## src/rtl/eqsd_pkg.sv

```systemverilog
// Shared constants, opcodes and table row type for the event queue dispatcher.
`timescale 1ns / 1ps

package eqsd_pkg;

  localparam int unsigned QUEUE_DEPTH_DEF  = 32;
  localparam int unsigned TABLE_DEPTH_DEF  = 16;
  localparam int unsigned PAYLOAD_BITS_DEF = 32;

  localparam int unsigned OPCODE_W    = 3;
  localparam int unsigned KIND_W      = 8;
  localparam int unsigned HID_W       = 8;
  localparam int unsigned IN_PAY_W    = 32;
  localparam int unsigned OUT_PAY_W   = 32;
  localparam int unsigned PENDING_W   = 6;
  localparam int unsigned S_TDATA_W   = 48;
  localparam int unsigned M_TDATA_W   = 56;
  localparam int unsigned M_TUSER_W   = 2;

  localparam logic [OPCODE_W-1:0] OP_PUBLISH     = 3'd0;
  localparam logic [OPCODE_W-1:0] OP_PROCESS     = 3'd1;
  localparam logic [OPCODE_W-1:0] OP_SUBSCRIBE   = 3'd2;
  localparam logic [OPCODE_W-1:0] OP_UNSUBSCRIBE = 3'd3;
  localparam logic [OPCODE_W-1:0] OP_ENABLE      = 3'd4;

  typedef struct packed {
    logic              en;
    logic [HID_W-1:0]  hid;
    logic [KIND_W-1:0] kind;
  } sub_row_t;

endpackage

```

## src/rtl/event_queue_subscription_dispatcher.sv

```systemverilog
// Top level: event ring queue and subscription table with per-entry dispatch.
// Publish and unknown requests skip the scan and load their result once the output is free.
// Process, subscribe, unsubscribe and enable scan the table one row per cycle, held while a
// delivery waits; process skips the scan on an empty queue, subscribe on a full table.
// One request in flight: the next request is accepted after the final result is loaded.
// Reset clears pointers, counts and control; queue and table RAM contents stay undefined.
`timescale 1ns / 1ps

module event_queue_subscription_dispatcher #(
  parameter int unsigned QUEUE_DEPTH  = eqsd_pkg::QUEUE_DEPTH_DEF,
  parameter int unsigned TABLE_DEPTH  = eqsd_pkg::TABLE_DEPTH_DEF,
  parameter int unsigned PAYLOAD_BITS = eqsd_pkg::PAYLOAD_BITS_DEF
) (
  input  logic                           clk_i,
  input  logic                           rst_ni,
  input  logic                           s_axis_tvalid_i,
  output logic                           s_axis_tready_o,
  // event_kind[7:0], handler_id[15:8], event_payload[47:16]
  input  logic [eqsd_pkg::S_TDATA_W-1:0] s_axis_tdata_i,
  // opcode[2:0]
  input  logic [eqsd_pkg::OPCODE_W-1:0]  s_axis_tuser_i,
  output logic                           m_axis_tvalid_o,
  input  logic                           m_axis_tready_i,
  // target_handler[7:0], out_kind[15:8], out_payload[47:16], pending[53:48], zero[55:54]
  output logic [eqsd_pkg::M_TDATA_W-1:0] m_axis_tdata_o,
  // ok[0], delivered[1]
  output logic [eqsd_pkg::M_TUSER_W-1:0] m_axis_tuser_o,
  output logic                           m_axis_tlast_o
);

  localparam int unsigned QIW = $clog2(QUEUE_DEPTH);
  localparam int unsigned QCW = $clog2(QUEUE_DEPTH + 1);
  localparam int unsigned TIW = (TABLE_DEPTH > 1) ? $clog2(TABLE_DEPTH) : 1;
  localparam int unsigned TCW = $clog2(TABLE_DEPTH + 1);
  localparam int unsigned EVW = eqsd_pkg::KIND_W + PAYLOAD_BITS;
  localparam int unsigned ROWW = $bits(eqsd_pkg::sub_row_t);

  localparam logic ST_IDLE = 1'b0;
  localparam logic ST_SCAN = 1'b1;

  logic                          state_q, state_d;
  logic [eqsd_pkg::OPCODE_W-1:0] op_q, op_d;
  logic [eqsd_pkg::KIND_W-1:0]   kind_q, kind_d;
  logic [eqsd_pkg::HID_W-1:0]    hid_q, hid_d;
  logic                          ok_q, ok_d;
  logic                          found_q, found_d;
  logic [TCW-1:0]                lim_q, lim_d;
  logic [TCW-1:0]                rd_idx_q, rd_idx_d;
  logic [TIW-1:0]                chk_idx_q, chk_idx_d;
  logic                          data_vld_q, data_vld_d;
  logic                          held_vld_q, held_vld_d;
  logic [eqsd_pkg::HID_W-1:0]    held_hid_q, held_hid_d;

  logic [QIW-1:0] wptr_q, wptr_d;
  logic [QIW-1:0] rptr_q, rptr_d;
  logic [QCW-1:0] count_q, count_d;
  logic [TCW-1:0] sub_count_q, sub_count_d;

  logic                           out_valid_q, out_valid_d;
  logic                           out_ok_q, out_dlv_q, out_last_q;
  logic [eqsd_pkg::HID_W-1:0]     out_tgt_q;
  logic [eqsd_pkg::KIND_W-1:0]    out_kind_q;
  logic [eqsd_pkg::OUT_PAY_W-1:0] out_pay_q;
  logic [eqsd_pkg::PENDING_W-1:0] out_pend_q;

  logic                           out_load;
  logic                           o_ok, o_dlv, o_last;
  logic [eqsd_pkg::HID_W-1:0]     o_tgt;
  logic [eqsd_pkg::KIND_W-1:0]    o_kind;
  logic [eqsd_pkg::OUT_PAY_W-1:0] o_pay;

  logic                          s_fire, out_free, stall;
  logic [eqsd_pkg::KIND_W-1:0]   s_kind;
  logic [eqsd_pkg::HID_W-1:0]    s_hid;
  logic [eqsd_pkg::IN_PAY_W-1:0] s_pay;

  logic           ev_we, ev_re;
  logic [EVW-1:0] ev_wdata, ev_rdata;
  logic [eqsd_pkg::KIND_W-1:0] ev_kind;
  logic [PAYLOAD_BITS-1:0]     ev_pay;

  logic                tb_we, tb_re;
  logic [TIW-1:0]      tb_waddr, tb_raddr;
  eqsd_pkg::sub_row_t  tb_wdata, row;
  logic [ROWW-1:0]     tb_rdata;
  logic                pair_hit, proc_hit;

  assign s_kind = s_axis_tdata_i[7:0];
  assign s_hid  = s_axis_tdata_i[15:8];
  assign s_pay  = s_axis_tdata_i[47:16];

  assign s_axis_tready_o = (state_q == ST_IDLE);
  assign s_fire   = s_axis_tvalid_i & s_axis_tready_o;
  assign out_free = ~out_valid_q | m_axis_tready_i;

  assign ev_wdata = {PAYLOAD_BITS'(s_pay), s_kind};
  assign ev_kind  = ev_rdata[eqsd_pkg::KIND_W-1:0];
  assign ev_pay   = ev_rdata[EVW-1:eqsd_pkg::KIND_W];

  assign row      = eqsd_pkg::sub_row_t'(tb_rdata);
  assign pair_hit = (row.kind == kind_q) && (row.hid == hid_q);
  assign proc_hit = (op_q == eqsd_pkg::OP_PROCESS) && ok_q && (row.kind == ev_kind) &&
                    row.en && (row.hid != '0);
  assign stall    = data_vld_q && proc_hit && held_vld_q && !out_free;

  eqsd_ram #(
    .WIDTH (EVW),
    .DEPTH (QUEUE_DEPTH)
  ) u_event_ram (
    .clk_i   (clk_i),
    .we_i    (ev_we),
    .waddr_i (wptr_q),
    .wdata_i (ev_wdata),
    .re_i    (ev_re),
    .raddr_i (rptr_q),
    .rdata_o (ev_rdata)
  );

  eqsd_ram #(
    .WIDTH (ROWW),
    .DEPTH (TABLE_DEPTH)
  ) u_table_ram (
    .clk_i   (clk_i),
    .we_i    (tb_we),
    .waddr_i (tb_waddr),
    .wdata_i (tb_wdata),
    .re_i    (tb_re),
    .raddr_i (tb_raddr),
    .rdata_o (tb_rdata)
  );

  always_comb begin
    state_d     = state_q;
    op_d        = op_q;
    kind_d      = kind_q;
    hid_d       = hid_q;
    ok_d        = ok_q;
    found_d     = found_q;
    lim_d       = lim_q;
    rd_idx_d    = rd_idx_q;
    chk_idx_d   = chk_idx_q;
    data_vld_d  = data_vld_q;
    held_vld_d  = held_vld_q;
    held_hid_d  = held_hid_q;
    wptr_d      = wptr_q;
    rptr_d      = rptr_q;
    count_d     = count_q;
    sub_count_d = sub_count_q;
    ev_we       = 1'b0;
    ev_re       = 1'b0;
    tb_we       = 1'b0;
    tb_waddr    = chk_idx_q;
    tb_wdata    = row;
    tb_re       = 1'b0;
    tb_raddr    = rd_idx_q[TIW-1:0];
    out_load    = 1'b0;
    o_ok        = 1'b1;
    o_dlv       = 1'b1;
    o_tgt       = held_hid_q;
    o_kind      = ev_kind;
    o_pay       = eqsd_pkg::OUT_PAY_W'(ev_pay);
    o_last      = 1'b0;

    unique case (state_q)
      ST_IDLE: begin
        if (s_fire) begin
          op_d       = s_axis_tuser_i;
          kind_d     = s_kind;
          hid_d      = s_hid;
          ok_d       = 1'b0;
          found_d    = 1'b0;
          held_vld_d = 1'b0;
          lim_d      = '0;
          unique case (s_axis_tuser_i)
            eqsd_pkg::OP_PUBLISH: begin
              if (count_q < QCW'(QUEUE_DEPTH)) begin
                ev_we   = 1'b1;
                wptr_d  = (wptr_q == QIW'(QUEUE_DEPTH - 1)) ? '0 : wptr_q + 1'b1;
                count_d = count_q + 1'b1;
                ok_d    = 1'b1;
              end
            end
            eqsd_pkg::OP_PROCESS: begin
              if (count_q != '0) begin
                ev_re   = 1'b1;
                rptr_d  = (rptr_q == QIW'(QUEUE_DEPTH - 1)) ? '0 : rptr_q + 1'b1;
                count_d = count_q - 1'b1;
                ok_d    = 1'b1;
                lim_d   = sub_count_q;
              end
            end
            eqsd_pkg::OP_SUBSCRIBE: begin
              if (sub_count_q < TCW'(TABLE_DEPTH)) begin
                ok_d  = 1'b1;
                lim_d = sub_count_q;
              end
            end
            eqsd_pkg::OP_UNSUBSCRIBE, eqsd_pkg::OP_ENABLE: begin
              lim_d = sub_count_q;
            end
            default: begin
            end
          endcase
          tb_raddr  = '0;
          chk_idx_d = '0;
          if (lim_d != '0) begin
            tb_re      = 1'b1;
            rd_idx_d   = TCW'(1);
            data_vld_d = 1'b1;
          end else begin
            rd_idx_d   = '0;
            data_vld_d = 1'b0;
          end
          state_d = ST_SCAN;
        end
      end
      ST_SCAN: begin
        if (data_vld_q) begin
          if (!stall) begin
            unique case (op_q)
              eqsd_pkg::OP_PROCESS: begin
                if (proc_hit) begin
                  out_load   = held_vld_q;
                  held_hid_d = row.hid;
                  held_vld_d = 1'b1;
                end
              end
              eqsd_pkg::OP_SUBSCRIBE: begin
                if (pair_hit && !found_q) begin
                  tb_we       = 1'b1;
                  tb_wdata.en = 1'b1;
                  found_d     = 1'b1;
                end
              end
              eqsd_pkg::OP_UNSUBSCRIBE: begin
                if (pair_hit && !found_q) begin
                  tb_we       = 1'b1;
                  tb_wdata.en = 1'b0;
                  found_d     = 1'b1;
                  ok_d        = 1'b1;
                end
              end
              eqsd_pkg::OP_ENABLE: begin
                if (pair_hit) begin
                  tb_we       = 1'b1;
                  tb_wdata.en = 1'b1;
                  ok_d        = 1'b1;
                end
              end
              default: begin
              end
            endcase
            if (rd_idx_q < lim_q) begin
              tb_re      = 1'b1;
              chk_idx_d  = rd_idx_q[TIW-1:0];
              rd_idx_d   = rd_idx_q + 1'b1;
              data_vld_d = 1'b1;
            end else begin
              data_vld_d = 1'b0;
            end
          end
        end else if (out_free) begin
          out_load = 1'b1;
          o_ok     = ok_q;
          o_last   = 1'b1;
          if ((op_q == eqsd_pkg::OP_PROCESS) && ok_q) begin
            o_dlv = held_vld_q;
            o_tgt = held_vld_q ? held_hid_q : '0;
          end else begin
            o_dlv  = 1'b0;
            o_tgt  = '0;
            o_kind = '0;
            o_pay  = '0;
          end
          if ((op_q == eqsd_pkg::OP_SUBSCRIBE) && ok_q && !found_q) begin
            tb_we       = 1'b1;
            tb_waddr    = sub_count_q[TIW-1:0];
            tb_wdata    = '{en: 1'b1, hid: hid_q, kind: kind_q};
            sub_count_d = sub_count_q + 1'b1;
          end
          state_d = ST_IDLE;
        end
      end
      default: begin
        state_d = ST_IDLE;
      end
    endcase
  end

  assign out_valid_d = out_load | (out_valid_q & ~m_axis_tready_i);

  always_ff @(posedge clk_i or negedge rst_ni) begin
    if (!rst_ni) begin
      state_q     <= ST_IDLE;
      ok_q        <= 1'b0;
      found_q     <= 1'b0;
      lim_q       <= '0;
      rd_idx_q    <= '0;
      data_vld_q  <= 1'b0;
      held_vld_q  <= 1'b0;
      wptr_q      <= '0;
      rptr_q      <= '0;
      count_q     <= '0;
      sub_count_q <= '0;
      out_valid_q <= 1'b0;
    end else begin
      state_q     <= state_d;
      ok_q        <= ok_d;
      found_q     <= found_d;
      lim_q       <= lim_d;
      rd_idx_q    <= rd_idx_d;
      data_vld_q  <= data_vld_d;
      held_vld_q  <= held_vld_d;
      wptr_q      <= wptr_d;
      rptr_q      <= rptr_d;
      count_q     <= count_d;
      sub_count_q <= sub_count_d;
      out_valid_q <= out_valid_d;
    end
  end

  always_ff @(posedge clk_i) begin
    op_q       <= op_d;
    kind_q     <= kind_d;
    hid_q      <= hid_d;
    chk_idx_q  <= chk_idx_d;
    held_hid_q <= held_hid_d;
    if (out_load) begin
      out_ok_q   <= o_ok;
      out_dlv_q  <= o_dlv;
      out_tgt_q  <= o_tgt;
      out_kind_q <= o_kind;
      out_pay_q  <= o_pay;
      out_last_q <= o_last;
      out_pend_q <= eqsd_pkg::PENDING_W'(count_q);
    end
  end

  assign m_axis_tvalid_o = out_valid_q;
  assign m_axis_tdata_o  = {2'b00, out_pend_q, out_pay_q, out_kind_q, out_tgt_q};
  assign m_axis_tuser_o  = {out_dlv_q, out_ok_q};
  assign m_axis_tlast_o  = out_last_q;

  assert property (@(posedge clk_i) disable iff (!rst_ni)
    count_q <= QCW'(QUEUE_DEPTH))
    else $error("queue count above depth");

  assert property (@(posedge clk_i) disable iff (!rst_ni)
    sub_count_q <= TCW'(TABLE_DEPTH))
    else $error("table count above depth");

  assert property (@(posedge clk_i) disable iff (!rst_ni)
    s_fire && (s_axis_tuser_i == eqsd_pkg::OP_PROCESS) && (count_q != '0)
    |=> count_q == $past(count_q) - 1'b1)
    else $error("process did not dequeue");

  assert property (@(posedge clk_i) disable iff (!rst_ni)
    out_load && !o_last |-> (op_q == eqsd_pkg::OP_PROCESS) && o_dlv && (o_tgt != '0))
    else $error("non-final result outside a delivery run");

endmodule

```

## src/rtl/eqsd_ram.sv

```systemverilog
// Generic single-port-write, single-port-read RAM with registered read data.
`timescale 1ns / 1ps

module eqsd_ram #(
  parameter int unsigned WIDTH = 8,
  parameter int unsigned DEPTH = 16,
  localparam int unsigned AW = (DEPTH > 1) ? $clog2(DEPTH) : 1
) (
  input  logic             clk_i,
  input  logic             we_i,
  input  logic [AW-1:0]    waddr_i,
  input  logic [WIDTH-1:0] wdata_i,
  input  logic             re_i,
  input  logic [AW-1:0]    raddr_i,
  output logic [WIDTH-1:0] rdata_o
);

  logic [WIDTH-1:0] mem_q [DEPTH];
  logic [WIDTH-1:0] rdata_q;

  always_ff @(posedge clk_i) begin
    if (we_i) begin
      mem_q[waddr_i] <= wdata_i;
    end
    if (re_i) begin
      rdata_q <= mem_q[raddr_i];
    end
  end

  assign rdata_o = rdata_q;

endmodule

```

## config.mk

```make
export PLATFORM = sky130hd
export DESIGN_NAME = event_queue_subscription_dispatcher
export DESIGN_NICKNAME = d
export VERILOG_FILES = /design/src/rtl/eqsd_pkg.sv /design/src/rtl/event_queue_subscription_dispatcher.sv /design/src/rtl/eqsd_ram.sv
export SDC_FILE = /design/constraint.sdc
export NUM_CORES = 2
export LEC_CHECK = 0
export ABC_AREA = 1
export BUFFER_PORTS_ARGS = -buffer_cell sky130_fd_sc_hd__buf_4
export CORE_ASPECT_RATIO = 1.25
export CORE_MARGIN = 2
export CORE_UTILIZATION = 51
export CTS_CLUSTER_DIAMETER = 80
export DETAILED_ROUTE_END_ITERATION = 10
export PLACE_DENSITY = 0.79
export SYNTH_ARGS = -nofsm -noshare
export SYNTH_HDL_FRONTEND = slang
export SYNTH_SLANG_ARGS = --single-unit
```

## constraint.sdc

```tcl
create_clock -name clk_i -period 5.9 [get_ports clk_i]
set_input_delay 0.59 -clock clk_i [delete_from_list [all_inputs] [get_ports clk_i]]
set_output_delay 0.59 -clock clk_i [all_outputs]
set_load 0.005 [all_outputs]
```

# Word level (Yosys, flattened, before mapping)
# Memory sizes are Yosys's and may differ from the RTL's. A register that Yosys moved wholly into a read port is not among the register bits.
# Cells that the tools add are included.
[totals]
reg_bits = 125
mem_bits_rw = 1552
input_bits = 55
output_inout_bits = 61
elab_cells = 213
memories = 2
[memory_table]
columns = ["name", "depth", "word_bits", "rd", "rd_clocked_by_memory_dff", "wr", "line_no", "source"]
rows = [
  ["u_event_ram.mem_q", 32, 40, 1, 1, 1, "eqsd_ram.sv:18", "logic [WIDTH-1:0] mem_q [DEPTH];"],
  ["u_table_ram.mem_q", 16, 17, 1, 1, 1, "eqsd_ram.sv:18", ""],
]
[op_classes]
n_addsub = 6
magnitude_cmp = 3
eq_ne = 26
mux = 110
bitwise_logic = 10
reduce_logical = 32
[ops]
columns = ["cell", "count"]
rows = [
  ["2-to-1 mux 32 bit", 4],
  ["2-to-1 mux 8 bit", 9],
  ["2-to-1 mux 1 bit", 57],
  ["2-to-1 mux 17 bit", 3],
  ["2-to-1 mux 5 bit", 10],
  ["2-to-1 mux 4 bit", 10],
  ["equality test 8 bit", 3],
  ["adder 5 x 1 -> 5 bit, second input constant", 4],
  ["AND reduction 5 bit", 4],
  ["2-to-1 mux 16 bit", 1],
  ["one-hot mux 1 bit (2 select lines)", 8],
  ["AND reduction 4 bit", 4],
  ["one-hot mux 5 bit (3 select lines)", 1],
  ["equality test 3 x 2 -> 1 bit, second input constant", 4],
  ["2-to-1 mux 6 bit", 2],
  ["!= test 2 x 1 -> 1 bit, second input constant", 6],
  ["one-hot mux 6 bit (2 select lines)", 1],
  ["logical AND 1 bit", 11],
  ["equality test 5 bit, second input constant", 2],
  ["one-hot mux 5 bit (2 select lines)", 1],
  ["!= test 2 bit, second input constant", 4],
  ["one-hot mux 4 bit (2 select lines)", 1],
  ["nonzero test 8 bit", 1],
  ["adder 6 x 1 -> 6 bit, second input constant", 1],
  ["other kinds (21)", 35],
]

# Depth between registers and ports, before layout
[depth]
word_depth = 13
depth_mapped = 13

# Hierarchy
# From an unflattened synthesis, not the netlist that was laid out.
[hier_totals]
hier_cells = 6255
area_unflattened_um2 = 71283.4
[by_module_without_submodules]
columns = ["mod", "instances", "cells_per_inst", "area_per_inst_um2", "seq_area_each_um2"]
rows = [
  ["eqsd_ram (u_event_ram)", 1, 4407, 52803.1, 39638.0],
  ["eqsd_ram (u_table_ram)", 1, 1139, 12197.9, 8678.3],
  ["event_queue_subscription_dispatcher", 1, 709, 6282.3, 3568.4],
]

# Worst setup path after synthesis
# OpenSTA, ideal clock, no wires.
[synth_timing]
kind = "input to register"
startpoint = "in s_axis_tuser_i[1] in the netlist's numbering"
endpoint = "mem u_event_ram.mem_q[19][0] in the netlist's numbering (enable)"
setup_time_ns = 0.487
t_arrival_ns = 4.163
required_time_ns = 5.413
path_slack_ns = 1.250
cell_stages = 7
cell_sequence = "nor2_1 > nand3_1 > nor2_2 > inv_1 > nor2_1 > nand2_1 > nor3_1"
[synth_via]
elab_chain_len = 6
[synth_lines]
columns = ["element", "line_no", "source"]
rows = [
  ["start: declaration", "event_queue_subscription_dispatcher.sv:21", "input logic [eqsd_pkg::OPCODE_W-1:0] s_axis_tuser_i,"],
  ["logical NOT 3 bit", "event_queue_subscription_dispatcher.sv:174", "unique case (s_axis_tuser_i)"],
  ["2-to-1 mux 1 bit", "event_queue_subscription_dispatcher.sv:174", ""],
  ["2-to-1 mux 1 bit", "event_queue_subscription_dispatcher.sv:166", "if (s_fire) begin"],
  ["2-to-1 mux 1 bit", "event_queue_subscription_dispatcher.sv:164", "unique case (state_q)"],
  ["2-to-1 mux 1 bit", "eqsd_ram.sv:22", "if (we_i) begin"],
  ["2-to-1 mux 1 bit (not written as such)", "eqsd_ram.sv:23", "mem_q[waddr_i] <= wdata_i;"],
  ["end: declaration", "eqsd_ram.sv:18", ""],
]
# No other way between the ends.

==> summary.md <==
| Metric | Value |
|---|---|
| H-tree depth | `4` |
| Seq/Total Area, Yosys | `0.761` |
| PD cells | `471 mW/mm^2` |
| Post-CTS setup buffer count | `0` |
| Synth cell types | `40` |
| Gpl congestion | `0.893` |
| Avg Synthesized Cell Area | `13.3 sq um` |
| Primary FF master, synth | `edfxtp_1` |
| CP Launch Type | `flip-flop` |
| Clock group share of total power | `0.286` |
| Max-cap violations | `0` |
| Max incr delay on CP | `0.82 ns` |
| Clock Latency Late Sink | `0.81 ns` |
| Worst reg2reg startpoint | `rptr_q[0]$_DFFE_PN0P_` |
| Tmin final | `3.82 ns` |
| Buf+Inv Stages, Crit Path | `3` |
| Synth top cells by count | `edfxtp_1, nor2_1, o21ai_0` |
| Worst hold path class | `input port to flip-flop` |
| Fmax | `262 MHz` |
| Met1 wire length | `64.4 mm` |
| Mux cell area share after synthesis | `0` |
| Crit path cell chain | `inv_8 -> buf_4 -> o21ai_0 -> o221ai_1 -> nand3_1 -> nand4_1 -> o21ai_1 -> inv_1` |
| Fill count | `9881` |
| Final setup viols | `0` |
| Gr ovfl total | `0` |
| Final hold viol count | `0` |
| Core Rows | `150` |
| Largest net degree at the start of global routing | `207` |
| Internal power | `22900 uW` |
| Largest family of logic cells by synthesized area | `compound AO/OA/AOI/OAI gates` |
| WL met3 | `19.6 mm` |
| Max VDD drop | `0.000369 V` |
| Synth top area cells | `edfxtp_1, nor2_1, o21ai_0` |
| Crit share post-route | `0.647` |
| CTS clock-pin slew for the worst setup and hold paths | `0.06 ns` |
| P_leak | `0.0249 uW` |
| First-pass GRT wire length | `264 mm` |
| Die H | `413 um` |
| Dpl hpwl | `104 mm` |
| Sequential power share | `0.418` |
| Ratio of cells with drive above 1 in the final layout | `0.0949` |
| Yosys top cell by area | `edfxtp_1` |
| Post-synth EDFFs | `1697` |
| CTS Buf Count | `159` |
| 1st-iter DRT viols | `7161` |
| Slew Limit Headroom | `0.115` |
| Synth Area in Compound Gates | `0.109` |
| Fin. max-slew vios | `0` |
| Net Sw Frac | `0.361` |
| TritonRoute pass-1 iters | `6` |
| Mapped Cells | `5124` |
| Net Sw Power | `12900 uW` |
| DRT antenna net count | `0` |
| Vias in the first global route | `42.6k` |
| Layout Nets | `5231` |
| CP required | `6.56 ns` |
| Routed vias/inst | `6.28` |
| Crit path max fanout | `137` |
| Worst setup endpoint | `u_event_ram.rdata_o[34]$_DFFE_PP_` |
| Layout area overhead | `11.6%` |
| DIE AREA | `0.137 sq mm` |
| Total Routing Usage GR | `0.260` |
| Initial antenna violation count | `2` |
| Synth Area in XOR/XNOR | `0.00154` |
| Comb power frac | `0.297` |
| Dpl cells | `6735` |
| Synth Area in Adders | `0.00341` |
| Top routing layer used | `met4` |
| Remaining DRCs | `0` |
| Post-route insts no fill | `7039` |
| Synth async-reset ratio | `0.0213` |
| Reg-to-reg slack, setup | `2.08 ns` |
| Final setup TNS | `0 ns` |
| Critical path endpoint category | `flip-flop` |
| FF+latch count, synth | `1734` |
| # IOs | `116` |
| Cell at the slowest stage of the critical path | `dfrtp_4` |
| CTS tree | `built` |
| Clock Sinks | `1734` |
| Die Wd | `331 um` |
| Starting Density | `0.512` |
| Reg2Reg Capture Point | `u_event_ram.rdata_o[34]$_DFFE_PP_` |
| Slew @ Worst Pin | `1.32 ns` |
| Worst setup path class | `flip-flop to flip-flop` |
| Mapped cell area | `0.0682 sq mm` |
| Worst path top cell family by delay | `buffers and inverters` |
| WP data arrival | `4.48 ns` |
| Worst setup startpoint | `rptr_q[0]$_DFFE_PN0P_` |
| RSZ-0062 raised after global routing | `false` |
| Met2 routed WL | `87.1 mm` |
| Worst r2r path cells | `8` |
| Worst path depth | `8` |
| Skew final | `0.0627 ns` |
| I/O Buffers | `113` |
| Dominant cell by count in the synthesized netlist | `edfxtp_1` |
| Clock Tree Buf Depth | `3` |
| Final wirelength | `180 mm` |
| Via Count | `44.2k` |
| Post-Synth Simple-Gate Area | `0.0922` |
| Yosys Warn Count | `0` |
| Post-CTS Resized | `0` |
| Clock Tree Root | `clkbuf_16` |
| Status | `finished clean` |
| Core box area | `0.133 sq mm` |
| Avg WL per Cell | `25.6 um` |
| Post-synth top area share | `0.748` |
-- repair_timing --
item                                    in CTS  in global routing
hold buffers                                10                  0
endpoints found under the hold margin       46                  0
endpoints found under the setup margin       0                  0
-- stage by stage --
step | power, uW | hold WS, ns | setup slack [ns] | utilization | cell area, sq um
2_1_floorplan | 21500 | 0.294 | 1.25 | - | 68200
3_5_place_dp | 25500 | 0.444 | 2.24 | 0.531 | 70800
5_1_grt | 37100 | 0.0644 | 1.96 | 0.571 | 76000
6_report | 35800 | 0.0835 | 2.08 | 0.571 | 76000
3_3_place_gp | 25100 | 0.433 | 2.25 | 0.531 | 70800
4_1_cts | 35600 | 0.0272 | 2.24 | 0.571 | 76000
-- layout make-up --
type                    count  area [sq um]  share of cell area
flip-flops and latches   1734         51900               0.682
inverters                 191           738             0.00971
repair buffers            203          1620              0.0214
clock inverters            84           980              0.0129
multi-input cells        2869         14400               0.189
clock buffers             209          4210              0.0553
diodes                      1          2.50           0.0000329
well taps                1748          2190              0.0288
-- state kept, by name (all words and copies together) (netlist names), 3 cells and up --
name and count:
u_event_ram.mem_q 1280, u_table_ram.mem_q 272, u_event_ram.rdata_o 40, out_pay_q 32, u_table_ram.rdata_o 17, held_hid_q 8
hid_q 8, kind_q 8, out_kind_q 8, out_tgt_q 8, count_q 6, out_pend_q 6
lim_q 5, rd_idx_q 5, rptr_q 5, sub_count_q 5, wptr_q 5, chk_idx_q 4
op_q 3
-- cells in the final DEF, fill, tap and decap left out, types with 83 or more instances in the layout --
| cell | instances |
|---|---|
| nand3_1 | 143 |
| clkbuf_16 | 160 |
| o21ai_1 | 83 |
| o22ai_1 | 194 |
| buf_4 | 187 |
| edfxtp_1 | 1697 |
| o221ai_1 | 127 |
| o21ai_0 | 698 |
| inv_1 | 179 |
| nor2_1 | 981 |
| nand2_1 | 340 |
-- layer usage --
layer | GRT usage | vias up
met5 | 0 | -
met4 | 0.132 | 0
met3 | 0.0480 | 459
met2 | 0.420 | 2977
met1 | 0.337 | 21800
li1 | - | 19000
-- power by group through the flow --
stage	Combinational [uW]	Clock, uW	Sequential [uW]
2_1_floorplan	6700	0	14800
5_1_grt	11400	10700	15000
4_1_cts	10400	10300	14900
6_report	10600	10200	15000
3_3_place_gp	9930	0	15200
3_5_place_dp	10300	0	15200
-- worst register-to-register path, stage by stage (launching register included) --
cell      delay [ns]
dfrtp_4         0.82
inv_8           0.75
buf_4           0.88
o21ai_0         0.26
o221ai_1        0.26
nand3_1         0.27
nand4_1         0.20
o21ai_1         0.15
inv_1           0.11
-- kinds of logic (layout without fill, tap and decap cells) --
group,Yosys count,in the layout
flops,1734,1734
simple gates,1576,1576
compound gates,1261,1261
buf+inv,522,687
fa+ha+maj,18,18
xor+xnor,12,12
other cells,1,3
-- how the worst min path moves through the flow --
stage,start,to,slack (ns),cells after the start
final,s_axis_tuser_i[2],op_q[2]$_DFFE_PP_,0.08,1
after global routing,s_axis_tuser_i[2],op_q[2]$_DFFE_PP_,0.06,1
after CTS,s_axis_tuser_i[2],op_q[2]$_DFFE_PP_,0.03,1
after detailed placement,count_q[5]$_DFFE_PN0P_,out_pend_q[5]$_DFFE_PP_,0.44,0
after global placement,count_q[5]$_DFFE_PN0P_,out_pend_q[5]$_DFFE_PP_,0.43,0
after floorplan,rst_ni,count_q[0]$_DFFE_PN0P_,0.29,0
Power figures use the tool's default switching activity.
